==> config.mk <==
export PLATFORM = sky130hd
export DESIGN_NAME = mfca_prep
export DESIGN_NICKNAME = d
export VERILOG_FILES = /design/src/rtl/core/mfca_pkg.sv /design/src/rtl/core/mfca_prep.sv
export SDC_FILE = /design/constraint.sdc
export NUM_CORES = 1
export LEC_CHECK = 0
export BUFFER_PORTS_ARGS = -buffer_cell sky130_fd_sc_hd__buf_2
export CAP_MARGIN = 20
export CORE_AREA = 4 4 153 155
export CTS_CLUSTER_SIZE = 30
export DETAILED_ROUTE_END_ITERATION = 7
export DIE_AREA = 0 0 157 159
export GPL_ROUTABILITY_DRIVEN = 0
export GPL_TIMING_DRIVEN = 0
export HOLD_SLACK_MARGIN = 0.08
export SKIP_CTS_REPAIR_TIMING = 1
export SLEW_MARGIN = 20
export SYNTH_ARGS = -nofsm -noshare
export SYNTH_HDL_FRONTEND = slang
export SYNTH_SLANG_ARGS = --single-unit
==> constraint.sdc <==
create_clock -name clk -period 10 [get_ports clk]
set_input_delay 1 -clock clk [delete_from_list [all_inputs] [get_ports clk]]
set_output_delay 1 -clock clk [all_outputs]
set_load 0.01 [all_outputs]
==> src/rtl/core/mfca_pkg.sv <==
// Shared types and constants for the mixed-form complex adder.
// Holds the pipeline control struct, fixed field widths and the CORDIC angle table.
// No dependencies.
`default_nettype none

package mfca_pkg;

  localparam int IN_W  = 16;
  localparam int OUT_W = 17;
  localparam int ZW    = 33;
  localparam int PROD_W = 33;
  localparam int ANG_W = 17;
  localparam int ATAN_LEN = 24;

  localparam logic signed [PROD_W-1:0] INV_GAIN_Q16 = 33'sd39797;
  localparam logic signed [IN_W-1:0]   QUARTER_TURN = 16'sd16384;
  localparam logic signed [ANG_W-1:0]  HALF_TURN    = 17'sd32768;
  localparam logic signed [IN_W-1:0]   COMP_MAX     = 16'sh7fff;
  localparam logic signed [IN_W-1:0]   COMP_MIN     = 16'sh8000;

  typedef struct packed {
    logic valid;
    logic polar;
  } ctl_t;

  function automatic logic signed [ZW-1:0] atan_entry(input logic [4:0] idx);
    logic signed [ZW-1:0] val;
    case (idx)
      5'd0:  val = 33'sd536870912;
      5'd1:  val = 33'sd316933406;
      5'd2:  val = 33'sd167458907;
      5'd3:  val = 33'sd85004756;
      5'd4:  val = 33'sd42667331;
      5'd5:  val = 33'sd21354465;
      5'd6:  val = 33'sd10679838;
      5'd7:  val = 33'sd5340245;
      5'd8:  val = 33'sd2670163;
      5'd9:  val = 33'sd1335087;
      5'd10: val = 33'sd667544;
      5'd11: val = 33'sd333772;
      5'd12: val = 33'sd166886;
      5'd13: val = 33'sd83443;
      5'd14: val = 33'sd41722;
      5'd15: val = 33'sd20861;
      5'd16: val = 33'sd10430;
      5'd17: val = 33'sd5215;
      5'd18: val = 33'sd2608;
      5'd19: val = 33'sd1304;
      5'd20: val = 33'sd652;
      5'd21: val = 33'sd326;
      5'd22: val = 33'sd163;
      5'd23: val = 33'sd81;
      default: val = '0;
    endcase
    return val;
  endfunction

endpackage

`default_nettype wire

==> src/rtl/core/mfca_prep.sv <==
// Operand front end: gain multiply, quadrant fold and start vector of one lane.
// Cartesian operands are scaled into the working word so the rotation cells pass them.
// Depends on mfca_pkg.
`default_nettype none

module mfca_prep #(
  parameter int G  = 4,
  parameter int XW = 24
) (
  input  wire                                   clk,
  input  wire                                   rst_n,
  input  wire                                   valid_i,
  input  wire                                   form_i,
  input  wire logic signed [mfca_pkg::IN_W-1:0] first_i,
  input  wire logic signed [mfca_pkg::IN_W-1:0] second_i,
  output mfca_pkg::ctl_t                        ctl_o,
  output logic signed [XW-1:0]                  x_o,
  output logic signed [XW-1:0]                  y_o,
  output logic signed [mfca_pkg::ZW-1:0]        z_o
);
  import mfca_pkg::*;

  localparam int PW = PROD_W + G + 2;

  logic                        valid1_r;
  logic                        polar1_r;
  logic                        fold1_r;
  logic signed [PROD_W-1:0]    prod1_r;
  logic signed [IN_W-1:0]      first1_r;
  logic signed [IN_W-1:0]      second1_r;
  logic signed [ANG_W-1:0]     ang1_r;

  logic                        fold_nxt;
  logic signed [ANG_W-1:0]     ang_nxt;
  logic signed [ANG_W-1:0]     theta_ext;

  logic signed [PW-1:0]        gain_w;
  logic signed [XW-1:0]        x0_w;
  logic signed [XW-1:0]        x_nxt;
  logic signed [XW-1:0]        y_nxt;
  logic signed [ZW-1:0]        z_nxt;

  ctl_t                        ctl_r;
  logic signed [XW-1:0]        x_r;
  logic signed [XW-1:0]        y_r;
  logic signed [ZW-1:0]        z_r;

  always_comb begin
    theta_ext = ANG_W'(second_i);
    fold_nxt  = (second_i > QUARTER_TURN) || (second_i < -QUARTER_TURN);
    if (!fold_nxt) begin
      ang_nxt = theta_ext;
    end else if (second_i > 16'sd0) begin
      ang_nxt = theta_ext - HALF_TURN;
    end else begin
      ang_nxt = theta_ext + HALF_TURN;
    end
  end

  always_ff @(posedge clk) begin
    if (!rst_n) begin
      valid1_r <= 1'b0;
    end else begin
      valid1_r <= valid_i;
    end
    polar1_r  <= form_i;
    fold1_r   <= fold_nxt;
    prod1_r   <= PROD_W'(first_i) * INV_GAIN_Q16;
    first1_r  <= first_i;
    second1_r <= second_i;
    ang1_r    <= ang_nxt;
  end

  always_comb begin
    gain_w = ((PW'(prod1_r) <<< G) + PW'(32768)) >>> 16;
    x0_w   = XW'(gain_w);
    if (polar1_r) begin
      x_nxt = fold1_r ? -x0_w : x0_w;
      y_nxt = '0;
      z_nxt = {ang1_r, 16'b0};
    end else begin
      x_nxt = XW'(first1_r) <<< G;
      y_nxt = XW'(second1_r) <<< G;
      z_nxt = '0;
    end
  end

  always_ff @(posedge clk) begin
    if (!rst_n) begin
      ctl_r.valid <= 1'b0;
    end else begin
      ctl_r.valid <= valid1_r;
    end
    ctl_r.polar <= polar1_r;
    x_r         <= x_nxt;
    y_r         <= y_nxt;
    z_r         <= z_nxt;
  end

  assign ctl_o = ctl_r;
  assign x_o   = x_r;
  assign y_o   = y_r;
  assign z_o   = z_r;

endmodule

`default_nettype wire

-- After elaboration in Yosys (flattened, before gate mapping)
Index checks and enable logic that the tools add are counted.
- $add $sub $neg: 4
- order comparisons: 3
- muxes and demuxes: 4
- reductions and logical operators: 1
- $mul: 1
- operator list (kind ; number):
    24-bit two-way mux ; 2
    37-bit by 17-bit adder with 38-bit output (second input constant) ; 1
    17-bit two-way mux ; 2
    16-bit by 17-bit multiplier with 33-bit output (second input constant) ; 1
    22-bit negator with 24-bit output ; 1
    16-bit by 17-bit adder with 17-bit output (second input constant) ; 1
    16-bit by 17-bit subtractor with 17-bit output (second input constant) ; 1
    16-bit by 1-bit greater-than comparator with 1-bit output (second input constant) ; 1
    16-bit greater-than comparator (second input constant) ; 1
    16-bit by 15-bit < comparator with 1-bit output (second input constant) ; 1
    1-bit logical OR ; 1
- logic and storage cells: 28
- flip-flop bits (word level): 164
- input bits: 36
- output and inout bits: 83

-- Longest topological paths before layout
Gate-level depths: netlist of run 1.
- depth in word-level cells: 4
- depth in mapped cells: 21
- mapped depth without buffers: 21

-- Least setup slack after synthesis of run 1
No wires, ideal clock.
- kind: in2reg
- start point: in first_i[5] (netlist name)
- end point: reg prod1_r[29]
- path buffers: 0
- data arrival time: 6.070 ns
- stages: 21
- setup slack: 3.811 ns
- path through: inv_1 -> ha_1 -> inv_1 -> fa_1 -> fa_1 -> inv_1 -> fa_1 -> inv_1 -> fa_1 -> inv_1 -> fa_1 -> inv_1 -> ha_1 -> and3_1 -> a221oi_1 -> o21ai_0 -> a32oi_1 -> a2bb2oi_1 -> o21ai_0 -> a211oi_1 -> nor2_1
- cells in the longest elaborated chain, start to end: 1
- RTL lines (item ; RTL line ; text):
    from (decl) ; mfca_prep.sv:14 ; input wire logic signed [mfca_pkg::IN_W-1:0] first_i,
    16-bit by 17-bit multiplier with 33-bit output ; mfca_prep.sv:68 ; prod1_r <= PROD_W'(first_i) * INV_GAIN_Q16;
    to (signal assigned) ; mfca_prep.sv:68 ;
    to (decl) ; mfca_prep.sv:28 ; logic signed [PROD_W-1:0] prod1_r;
Every way passes these cells.
A chain may end at the register's enable or synchronous reset.

-- Final worst setup path of run 1
Same ends and word-level chain as after synthesis.

==> results.md, run 1 <==
Yosys:
- Yosys mapped the design onto slightly above 60 distinct sky130hd cell types.
- The gate count after technology mapping is 886.
- The post-synthesis area per instance is between 10 and 15 um2.
- The adder and majority cell fraction of the synthesized area is slightly below 40%.
- After synthesis, the share of flip-flops with an asynchronous set or reset is 0%.
- For this run, the leading register cell type out of synthesis is sky130_fd_sc_hd__dfxtp_1.
- The cell area after synthesis is around 9000 um2.
- The portion of synthesized area spent on multiplexers is between 1.5 and 2%.
- The number of warning messages in the yosys log is 0.
- After synthesis, the largest family of logic cells by area is adder cells.
- The synthesized netlist devotes approximately 5.8% of its cell area to XOR and XNOR gates.
- The portion of the post-synthesis area used by sequential elements is a little over a quarter.
- The area fraction in and, or, nand and nor cells after synthesis is about a tenth.
- The flop and latch count out of synthesis is 118.
- The compound-cell area share of the yosys netlist is approximately 6.9%.
- In this run, synthesis inferred 0 flip-flops with an integrated enable.

GRT:
- The largest net degree at the start of global routing is 17.
- The global routing usage on met3 is roughly 2.6%.
- The via count of the first global-routing pass is 6056.
- The initial antenna violation count came to 0.
- For met1 alone, demand over resource in global routing was 22.2%.
- The routing usage on met2 is roughly a quarter.
- Summed over all layers, the global routing overflow is 0.
- Global routing consumed, over all layers together, 15.5% of the routing resources.
- The busiest metal layer after global routing is met2.
- The first global-routing pass estimated about 31 mm of wire.

STA:
- The smallest setup slack after layout is 3380 ps.
- The sum of negative setup slack is 0 ps.
- The timing-limited maximum frequency is 151 MHz.
- For the finished layout, the period the worst path requires is 6620 ps.
- The total count of hold-check failures in the final report is 0.
- For the final database, setup skew stands at 5.34 ps.
- Setup repair after global routing left no endpoint under its margin.
- The measured slew at the worst slew-check pin is ~690 ps.
- The final count of negative-setup-slack endpoints is 0.
- The worst-case headroom to the max-slew limit is between 50% and 60%.
- The max-slew violation count was 0.
- The final clock period utilization by the worst path is 66.2%.

Placement:
- The worst-case setup slack after placement is around 2900 ps.
- The half-perimeter wire length after detailed placement is roughly 16 mm.
- During placement, the flow inserted port buffers numbering 98.

CTS:
- Clock latency on the worst-skew pair, taken at its later pin, is approximately 400 ps.
- The cell sitting at the root of the clock tree is a sky130_fd_sc_hd__clkbuf_16.
- The clock sink count is around 120.
- In this run, CTS created clock tree buffers numbering 17.
- The H-tree generated during clock tree synthesis spans 4 levels.
- TritonCTS built the clock tree.
- Clock-pin slew was measured on the worst setup and hold paths at approximately 60 ps.
- The maximum number of buffers from clock root to sink is 2.

Critical path:
- STA classifies the critical path endpoint as a flip-flop.
- At the worst endpoint, the required time is 10290 ps.
- The critical setup path kind is in -> reg.
- The data arrival at the endpoint of the critical path is between 6000 and 7000 ps.
- Along the worst path, the maximum fanout reaches 8.
- The launching element type of the critical path is an input pin.

Cells and area:
- The fraction of layout instances using a drive strength above 1 is approximately 19%.
- The number of nets at the end of the flow is around 1300.
- The number of antenna cells inserted is 0.
- At the end of the flow the core is filled with cells to 48.6%.
- Relative to the synthesized area, the layout overhead comes to 16.8%.

Status:
- The flow ran to the end, and the final reports show no timing, DRC or antenna violations.

Floorplan:
- Measured along the y axis, the die boundary spans around 160 um.
- The die covers between 20000 and 25000 um2.
- The area of the placeable core is about 22000 um2.
- Measured along the x axis, the die boundary spans ~160 um.
- The number of rows created at floorplan is 54.
- Once the floorplan was initialized, standard cells occupied 41.6% of the core.
- In this run the count of I/O pins placed on the die edge is 119.

Detailed routing:
- The total routed wirelength is between 15 and 20 mm.
- In the final routed layout, each cell accounts on average for approximately 14 um.
- The average via count per standard cell is about 4.6.
- For this run, the detailed router's first-pass iteration total came to 5.
- The DRC violation count after routing is 0.
- The first routing iteration left between 200 and 300 violations.
- The final route contains between 6000 and 7000 vias.
- The count of antenna-violating nets left after detailed routing is 0.

Worst hold path:
- The min-delay analysis places its worst path in the category reg -> reg.

Pwr:
- The peak ir drop on the vdd network is 0.205 mV.
- The power per unit of standard cell area is between 300 and 400 nW/um2.
- The design draws 3520 uW.
- The static leakage is 0.00535 uW.

Flow run:
- Max-cap violations in this run came to 0.
sequential cells by signal (all words and copies together) (netlist names), 2 cells and up:
register,count
x_o,24
prod1_r,22
ang1_r,17
z_o,17
first1_r,16
y_o,16
ctl_o,2
worst max-delay path, cell delays in order:
cell                        delay, ps
sky130_fd_sc_hd__buf_2            280
sky130_fd_sc_hd__inv_1             80
sky130_fd_sc_hd__ha_1             370
sky130_fd_sc_hd__inv_1             80
sky130_fd_sc_hd__fa_1             500
sky130_fd_sc_hd__fa_1             510
sky130_fd_sc_hd__inv_1             50
sky130_fd_sc_hd__fa_1             470
sky130_fd_sc_hd__inv_1             60
sky130_fd_sc_hd__fa_1             540
sky130_fd_sc_hd__inv_1             60
sky130_fd_sc_hd__fa_1             530
sky130_fd_sc_hd__inv_1             40
sky130_fd_sc_hd__ha_1             320
sky130_fd_sc_hd__and3_1           170
sky130_fd_sc_hd__a221oi_1         270
sky130_fd_sc_hd__o21ai_0          260
sky130_fd_sc_hd__a32oi_1          330
sky130_fd_sc_hd__a2bb2oi_1        390
sky130_fd_sc_hd__o21ai_0          250
sky130_fd_sc_hd__a211oi_1         270
sky130_fd_sc_hd__nor2_1            80
report_power, final:
group	total (uW)	leakage [uW]	internal (uW)	switching (uW)
clock network	621	0.000293	400	221
registers	654	0.000992	602	52.7
logic	2250	0.00406	1030	1220
total	3520	0.00535	2030	1500
routing by layer:
layer	wire [um]	share of wire, %
met1	9270	50
met2	8520	46
met3	796	4.3
met4	126	0.67
met5	0	0
cells in the mapped netlist, drive strengths merged, types with 2 or more instances:
cell type / number / area [um2]
inv: 161 / 604
ha: 128 / 1600
dfxtp: 118 / 2360
fa: 96 / 1920
xnor2: 43 / 377
buf: 37 / 256
nand2: 31 / 116
and2: 26 / 163
nor2: 26 / 97.6
a21oi: 19 / 95.1
o21ai: 19 / 95.1
nor2b: 18 / 113
xor2: 17 / 149
mux2: 15 / 169
and3: 13 / 81.3
nand3: 11 / 60.1
a21o: 9 / 67.6
clkbuf: 9 / 36.3
nand4: 9 / 86.3
a31oi: 7 / 43.8
nor4: 7 / 50.1
a211oi: 5 / 42.5
and4: 5 / 43.8
nor3: 5 / 25.0
a21boi: 4 / 30.0
o21a: 4 / 30.0
o21bai: 4 / 30.0
o31ai: 4 / 30.0
a311oi: 3 / 26.3
nand3b: 3 / 22.5
o22a: 3 / 26.3
or2: 3 / 18.8
a221oi: 2 / 17.5
a22oi: 2 / 15.0
and3b: 2 / 17.5
nand2b: 2 / 12.5
or3: 2 / 17.5
or4: 2 / 15.0
cell type report:
class / instances / area (um2)
well taps: 280 / 350
clock inverters: 14 / 175
plain buffers: 46 / 293
repair buffers: 98 / 490
inverters: 161 / 604
clock buffers: 18 / 439
flip-flops and latches: 118 / 2360
multi-input cells: 580 / 5890
fillers: 2059 / 11200
placed cells by master, fill, tap and decap left out, types with 9 or more instances in the layout:
cell                        synthesis  final
sky130_fd_sc_hd__a21o_1             9      9
sky130_fd_sc_hd__a21oi_1           19     19
sky130_fd_sc_hd__and2_1            26     26
sky130_fd_sc_hd__and3_1            13     13
sky130_fd_sc_hd__buf_2              7    105
sky130_fd_sc_hd__buf_4             25     25
sky130_fd_sc_hd__clkbuf_16          0     17
sky130_fd_sc_hd__conb_1             1     20
sky130_fd_sc_hd__dfxtp_1          118    118
sky130_fd_sc_hd__fa_1              96     96
sky130_fd_sc_hd__ha_1             128    128
sky130_fd_sc_hd__inv_1            161    161
sky130_fd_sc_hd__mux2_2            15     15
sky130_fd_sc_hd__nand2_1           31     31
sky130_fd_sc_hd__nand3_1           10     10
sky130_fd_sc_hd__nor2_1            26     26
sky130_fd_sc_hd__nor2b_1           18     18
sky130_fd_sc_hd__o21ai_0           16     16
sky130_fd_sc_hd__xnor2_1           43     43
sky130_fd_sc_hd__xor2_1            17     17
stage by stage:
step / area [um2] / hold WS (ps) / cells
6_report: 10600 / 431 / 1315
5_1_grt: 10600 / 455 / 1315
4_1_cts: 10600 / 434 / 1315
3_5_place_dp: 9990 / 422 / 1283
3_3_place_gp: 9990 / 417 / 1283
2_1_floorplan: 9150 / 394 / 905
final timing paths:
kind            endpoint         from  depth (start not counted)  slack (ps)
min              z_o[31]   ang1_r[15]                          1         430
max          prod1_r[29]   first_i[5]                         22        3380
min reg2reg      z_o[31]   ang1_r[15]                          1         430
max reg2reg      x_o[15]  prod1_r[11]                         10        6510
cell families (layout without fill, tap and decap cells):
kind of cell / after synthesis / after routing
AO/OA/AOI/OAI: 93 / 93
XOR/XNOR: 60 / 60
adder cells (fa/ha/maj): 224 / 224
buffers and inverters: 207 / 337
flip-flops: 118 / 118
multiplexers: 15 / 15
other: 1 / 20
AND/OR/NAND/NOR: 168 / 168
(Power assumes the default switching activity.)
==> run 2, diff against run 1 <==
clock period = 5.4 ns   (was 10 ns; I/O delays follow)
==> results.md, run 2 (synthesis results as in run 1) <==
CTS:
- The master cell of the clock root buffer is sky130_fd_sc_hd__clkbuf_16.
- The clock sink count is 118 (unchanged).
- The clock tree from TritonCTS is yes.
- The number of buffers created by CTS was 17 (unchanged).
- The maximum number of buffers from clock root to sink is 2 (unchanged).
- The clock transition at the registers of the reported paths is 60 ps (about the same).
- The level count of the clock H-tree is 4 (unchanged).
- The source-to-sink clock delay at the later pin of the worst-skew pair is 410 ps (about the same).

Cells and area:
- The final standard cell count with taps included and fillers excluded came to 1329 (+1.1%).
- The number of flip-flops under the largest register name is 24 (unchanged).
- In the layout the commonest cells are sky130_fd_sc_hd__inv_1 (158), sky130_fd_sc_hd__dfxtp_1 (118), sky130_fd_sc_hd__ha_1 (112), sky130_fd_sc_hd__buf_2 (94), sky130_fd_sc_hd__fa_1 (94).
- The fraction of layout instances using a drive strength above 1 was 22.5% (+3.9 points).
- The utilization after layout is 50.6% (+2.0 points).
- The number of nets at the end of the flow is 1296 (+1.1%).
- Leaving out fill and tap cells, the most frequent cell in the layout is sky130_fd_sc_hd__inv_1.
- The number of antenna cells inserted is 0 (unchanged).
- The signed area change from the synthesized netlist to the final layout is 21.5%.

Placement:
- The worst-case setup slack after placement was -781 ps (-3650 ps).
- The half-perimeter wire length after detailed placement is 15.8 mm (about the same).
- The placed cell count came to 1283 (unchanged).
- The number of port buffers is 98 (unchanged).

Floorplan:
- The y dimension of the die was 159 um (unchanged).
- The effective utilization at floorplan is 41.6% (unchanged).
- The number of placed I/O pins was 119 (unchanged).
- The number of rows created at floorplan was 54 (unchanged).
- The die span in x is 157 um (unchanged).
- The area of the placeable core is 21800 um2 (unchanged).
- The floorplan die area was 25000 um2 (unchanged).

Status:
- The run finished with clean final reports.

STA:
- The routed design could run at a clock period as short as around 5300 ps.
- The max-slew violation count came to 0 (unchanged).
- The sum of negative setup slack was 0 ps (unchanged).
- The timing-limited maximum frequency is ~190 MHz.
- The worst-case headroom to the max-slew limit was 54.9% (+1.4 points).
- The measured slew at the worst slew-check pin is 671 ps (-21.8 ps).
- The final clock period utilization by the worst path is just under 100%.
- The clock skew is 6.34 ps (+0.996 ps).
- The final count of negative-setup-slack endpoints is 0 (unchanged).
- The smallest setup slack after layout is 139 ps (-3240 ps).
- The total count of hold-check failures in the final report is 0 (unchanged).

Pwr:
- The peak ir drop on the vdd network was 0.438 mV (+110%).
- The static leakage is 0.00544 uW (+1.8%).
- The power per unit of standard cell area is 646 nW/um2 (+94%).
- The total power consumption of the routed design is 7130 uW (+100%).

Detailed routing:
- The number of search-and-repair iterations in the first detailed-routing pass was 4 (-1).
- The count of antenna-violating nets left after detailed routing was 0 (unchanged).
- The total routed wirelength is 19.3 mm (+3.3%).
- The average via count per standard cell is 4.62 (+0.80%).
- The average routed wire per standard cell came to 14.5 um (+2.2%).
- The violation count after the first detailed-route iteration is 302 (+21%).
- The DRC violation count after routing is 0 (unchanged).
- The via count is 6137 (+1.9%).

Critical path:
- The setup slack on the worst flop-to-flop path was 1800 ps (-4710 ps).
- The data arrival at the endpoint of the critical path came to 5590 ps (-1320 ps).
- The startpoint identified for the worst register-to-register timing path is prod1_r[12].
- The critical path starts at first_i[10].
- The depth of the worst register-to-register path is 10 (unchanged).
- The worst flop-to-flop path endpoint is x_o[15].
- The worst setup path is captured at a flip-flop.
- In this run the worst setup path terminates at prod1_r[31].
- STA classifies the critical path startpoint as an input pin.
- The worst-path maximum fanout is 6 (-2).
- The worst setup path is of the in -> reg kind.
- The data required time of the critical path is 5730 ps (-4560 ps).

GRT:
- The largest net degree at the start of global routing came to 17 (unchanged).
- The via count of the first global-routing pass is 6141 (+1.4%).
- The initial antenna violation count is 0 (unchanged).
- The overall track demand over capacity in global routing was 15.7% (+0.21 points).
- The global-route wire length before repair is 31.4 mm (+0.89%).
- The sum of overflow across all layers after global routing came to 0 (unchanged).

Worst hold path:
- The startpoint identified for the worst hold timing path is form_i.
- The path class of the tightest hold or removal check is in -> reg.

Flow run:
- The max-cap violation count was 0 (unchanged).
-- run 2: worst max-delay path: stages --
cell,delay (ps)
sky130_fd_sc_hd__clkbuf_4,200
sky130_fd_sc_hd__fa_1,450
sky130_fd_sc_hd__fa_1,510
sky130_fd_sc_hd__fa_1,430
sky130_fd_sc_hd__fa_1,480
sky130_fd_sc_hd__fa_1,540
sky130_fd_sc_hd__inv_1,50
sky130_fd_sc_hd__fa_1,520
sky130_fd_sc_hd__inv_1,60
sky130_fd_sc_hd__ha_4,250
sky130_fd_sc_hd__and3_4,170
sky130_fd_sc_hd__a22oi_2,220
sky130_fd_sc_hd__a31oi_2,140
sky130_fd_sc_hd__a32oi_2,310
sky130_fd_sc_hd__a2bb2oi_4,230
sky130_fd_sc_hd__o211ai_1,140
sky130_fd_sc_hd__a21oi_1,190
sky130_fd_sc_hd__xnor2_1,140
-- run 2: layout make-up --
class / count / area, um2
well taps: 280 / 350
repair buffers: 112 / 651
flip-flops and latches: 118 / 2360
inverters: 161 / 604
fillers: 2011 / 10800
multi-input cells: 580 / 6150
clock buffers: 18 / 429
plain buffers: 46 / 293
clock inverters: 14 / 190
-- run 2: power by group --
part / internal, uW / total (uW) / switching (uW)
combinational: 2220 / 4760 / 2540
sequential: 1110 / 1210 / 98.5
clock: 740 / 1160 / 417
-- run 2: worst min path at each step --
stage,end,cells after the start
2_1_floorplan,ctl_o[0],0
3_3_place_gp,z_o[31],1
3_5_place_dp,z_o[31],1
4_1_cts,polar1_r,1
5_1_grt,polar1_r,1
6_report,polar1_r,1
-- run 2: per-stage QoR --
| step | hold slack (ps) | instance area, um2 |
|---|---|---|
| after floorplan | 394 | 9210 |
| after global placement | 420 | 10100 |
| after detailed placement | 421 | 10100 |
| after CTS | 217 | 10700 |
| after global routing | 217 | 11000 |
| final | 233 | 11000 |
-- run 2: layer usage --
layer | track usage (%) | vias to the layer above | part of all wire (%)
li1 | - | 3125 | -
met1 | 21.8 | 2856 | 48
met2 | 25.4 | 142 | 46
met3 | 3.40 | 14 | 5.1
met4 | 2.88 | 0 | 1.0
met5 | 0 | - | 0
==> run 3, diff against run 2 <==
ABC_AREA = 1   (was not set)
CORE_AREA = 4 4 157 159   (was 4 4 153 155)
DIE_AREA = 0 0 161 163   (was 0 0 157 159)
==> results.md, run 3 <==
Status:
- The flow ran to the end, and the final reports show no timing, DRC or antenna violations.

Placement:
- The placed cell count is 1610 (+25%).
- The half-perimeter wire length after detailed placement is 18.6 mm (+17%).
- The number of port buffers is 98 (unchanged).

STA:
- The final clock period utilization by the worst path is 95.2% (-2.2 points).
- The sum of negative setup slack is 0 ps (unchanged).
- The final count of negative-setup-slack endpoints is 0 (unchanged).
- The worst-case headroom to the max-slew limit is 64.1% (+9.3 points).
- The timing-limited maximum frequency is 194 MHz (+2.3%).
- The clock period minus worst slack is 5140 ps (-119 ps).
- The clock skew is 7.11 ps (+0.769 ps).
- The measured slew at the worst slew-check pin was 538 ps (-134 ps).
- The max-slew violation count is 0 (unchanged).
- The worst-case hold slack came to 241 ps (+7.70 ps).
- The total count of hold-check failures in the final report came to 0 (unchanged).

Yosys:
- The number of warning messages in the yosys log is 0 (unchanged).
- The area fraction of the dominant cell type after synthesis came to 24.4% (-1.6 points).
- By area the synthesized netlist is led by sky130_fd_sc_hd__dfxtp_1 (24%), sky130_fd_sc_hd__fa_1 (20%), sky130_fd_sc_hd__ha_1 (17%), sky130_fd_sc_hd__inv_1 (10%), sky130_fd_sc_hd__nand2_1 (8.5%).
- The number of distinct standard cells referenced by the synthesized netlist came to 44 (-28%).
- The async set or reset register ratio after synthesis came to 0% (unchanged).
- The post-synthesis area per instance is 8.24 um2 (-20%).
- The flop and latch count out of synthesis is 118 (unchanged).
- The portion of the post-synthesis area used by sequential elements is 24.4% (-1.6 points).
- The biggest area contributor in the post-synthesis netlist is sky130_fd_sc_hd__dfxtp_1.
- The gate count after technology mapping is 1174 (+33%).
- Among all flip-flop cells after synthesis, the most frequent one is sky130_fd_sc_hd__dfxtp_1.
- The commonest cells after synthesis are sky130_fd_sc_hd__inv_1 (261), sky130_fd_sc_hd__nand2_1 (219), sky130_fd_sc_hd__ha_1 (128).
- The number of synthesized flops with an enable pin is 0 (unchanged).
- In the post-synthesis netlist, the cell with the most instances is sky130_fd_sc_hd__inv_1.
- The cell area after synthesis is 9670 um2 (+6.5%).

Floorplan:
- The area of the placeable core is 23300 um2 (+6.6%).
- The effective utilization at floorplan is 41.6% (about the same).
- The number of rows created at floorplan is 56 (+3.7%).
- The die span in x came to 161 um (+2.5%).
- The y dimension of the die is 163 um (+2.5%).
- The number of placed I/O pins is 119 (unchanged).
- The floorplan die area came to 26200 um2 (+5.1%).

Cells and area:
- The number of flip-flops under the largest register name is 24 (unchanged).
- The fill cell instance count of the final layout was 2323 (+16%).
- The final standard cell count with taps included and fillers excluded is 1646 (+24%).
- The library cells used most frequently in the layout, excluding fill and tap cells, are sky130_fd_sc_hd__inv_1 (261), sky130_fd_sc_hd__nand2_1 (218), sky130_fd_sc_hd__ha_1 (124), sky130_fd_sc_hd__dfxtp_1 (118).
- The most common cell after layout, fill and taps aside is sky130_fd_sc_hd__inv_1.
- The number of nets at the end of the flow is 1574 (+21%).
- The number of antenna cells inserted was 0 (unchanged).
- The signed area change from the synthesized netlist to the final layout is 17.5%.
- The fraction of layout instances using a drive strength above 1 is 15.7% (-6.8 points).

Detailed routing:
- The total routed wirelength is 21.8 mm (+13%).
- The via count is 7372 (+20%).
- The met2 layer wire length in the routed design is 10.5 mm (+17%).
- The number of search-and-repair iterations in the first detailed-routing pass is 4 (unchanged).
- The DRC violation count after routing is 0 (unchanged).
- The highest metal layer carrying signal wires in the routed design is met4.
- The wire length on met1 is 9.83 mm (+6.7%).
- The average routed wire per standard cell came to 13.3 um (-8.8%).
- The average via count per standard cell came to 4.48 (-3.0%).
- The count of antenna-violating nets left after detailed routing is 0 (unchanged).
- The violation count after the first detailed-route iteration is 351 (+16%).
- The met3 wire length is 1.05 mm (+7.8%).

GRT:
- The sum of overflow across all layers after global routing is 0 (unchanged).
- The global-route wire length before repair came to 36.1 mm (+15%).
- The overall track demand over capacity in global routing came to 17.3% (+1.6 points).
- The largest net degree at the start of global routing came to 17 (unchanged).
- The via count of the first global-routing pass was 7515 (+22%).
- The initial antenna violation count is 0 (unchanged).

Pwr:
- The peak ir drop on the vdd network is 0.459 mV (+4.8%).
- The power per unit of standard cell area came to 696 nW/um2 (+7.7%).
- The static leakage is 0.00621 uW (+14%).

CTS:
- TritonCTS built the clock tree.
- The clock transition at the registers of the reported paths is 60 ps (about the same).
- The source-to-sink clock delay at the later pin of the worst-skew pair is 410 ps (about the same).
- The number of buffers created by CTS was 17 (unchanged).
- Clock tree synthesis selected as its root buffer the cell sky130_fd_sc_hd__clkbuf_16.
- The level count of the clock H-tree is 4 (unchanged).
- The maximum number of buffers from clock root to sink is 2 (unchanged).
- The clock sink count came to 118 (unchanged).

Critical path:
- The launching element type of the critical path is an input pin.
- The critical path goes through buf_4 -> ha_1 -> inv_1 -> fa_1 -> inv_1 -> fa_1 -> fa_1 -> fa_1 -> inv_1 -> fa_1 -> inv_1 -> ha_1 -> a21oi_1 -> nor2_1 -> nor2_1 -> o221ai_1 -> o21bai_2 -> buf_4 -> xor2_1.
- The slowest cell on the critical path is sky130_fd_sc_hd__fa_1.
- The data required time of the critical path came to 5690 ps (-40 ps).
- The nature of the critical path endpoint is a flip-flop.
- The kind of cell with the highest combined delay on the critical path is adder cells.
- The data arrival at the endpoint of the critical path came to 5430 ps (-160 ps).
- The critical setup path kind is in -> reg.
- The worst-path maximum fanout is 7 (+1).
- The most used cell along the critical path is sky130_fd_sc_hd__fa_1.
- The delay of the slowest cell on the worst path came to 560 ps (+20 ps).
- The combined buffer and inverter count along the critical path was 6 (+3).

Flow run:
- The max-cap violation count is 0 (unchanged).

Worst hold path:
- The min-delay analysis places its worst path in the category in -> reg.
run 3: cell types whose count changed after synthesis, moves of 14 or more:
cell	change
sky130_fd_sc_hd__inv_1	+100
sky130_fd_sc_hd__nor2_1	+64
sky130_fd_sc_hd__nand2_2	+18
sky130_fd_sc_hd__nand2_1	+188
sky130_fd_sc_hd__mux2_2	-15
sky130_fd_sc_hd__nand3_1	+41
sky130_fd_sc_hd__and2_1	-26
sky130_fd_sc_hd__a21oi_1	+14
sky130_fd_sc_hd__xnor2_1	-37
sky130_fd_sc_hd__nor2b_1	-18
run 3: worst paths after layout:
kind / startpoint / to / slack, ps / cells after the start
max: first_i[7] / prod1_r[22] / 260 / 19
min: second_i[2] / ang1_r[2] / 240 / 1
max reg2reg: prod1_r[11] / x_o[9] / 3160 / 11
min reg2reg: polar1_r / ctl_o[0] / 380 / 0
run 3: through the flow:
step	cell area [um2]	util [%]	worst slack, ps	power (uW)
2_1_floorplan	9740	-	192	5280
3_3_place_gp	10600	45.7	-784	6470
3_5_place_dp	10600	45.7	-791	6510
4_1_cts	11200	48.3	-361	7700
5_1_grt	11400	48.8	-18.1	8890
6_report	11400	48.8	258	7910
run 3: kinds of logic after synthesis:
| kind of cell | Yosys count | synth area share, % |
|---|---|---|
| xor gates and xnor gates | 29 | 2.63 |
| buffers and inverters | 299 | 12.7 |
| AOI/OAI and AO/OA | 85 | 4.90 |
| and+or+nand+nor | 418 | 18.9 |
| other | 1 | 0.0388 |
| adders and majority gates | 224 | 36.4 |
| DFF | 118 | 24.4 |
run 3: power by group:
group / leakage [uW] / switching [uW] / total [uW] / internal, uW
combinational: 0.00493 / 3380 / 5540 / 2160
clock: 0.000294 / 442 / 1140 / 700
sequential: 0.000991 / 120 / 1230 / 1110
run 3: worst reg2reg max path: stages (launching register included):
cell and delay [ps]:
sky130_fd_sc_hd__dfxtp_1 510, sky130_fd_sc_hd__ha_1 270, sky130_fd_sc_hd__nand3_1 130, sky130_fd_sc_hd__nor2_1 240, sky130_fd_sc_hd__nand2_1 80, sky130_fd_sc_hd__nand2_1 160
sky130_fd_sc_hd__nor2_1 70, sky130_fd_sc_hd__nand3_1 90, sky130_fd_sc_hd__nor2_1 70, sky130_fd_sc_hd__nor2_1 120, sky130_fd_sc_hd__xor2_1 220, sky130_fd_sc_hd__o21ai_0 130
run 3: cell type report:
class                           instances  area [um2]  area share, %
Multi-Input combinational cell        776        6230           54.8
Sequential cell                       118        2360           20.8
Inverter                              266        1000           8.80
Timing Repair Buffer                  102         541           4.76
Clock buffer                           17         425           3.74
Tap cell                              319         399           3.51
Buffer                                 33         228           2.00
Clock inverter                         15         181           1.60
run 3: metal layers:
metal | vias to the layer above | GRT usage (%)
li1 | 3842 | -
met1 | 3323 | 21.7
met2 | 171 | 30.6
met3 | 36 | 2.68
met4 | 0 | 5.51
met5 | - | 0
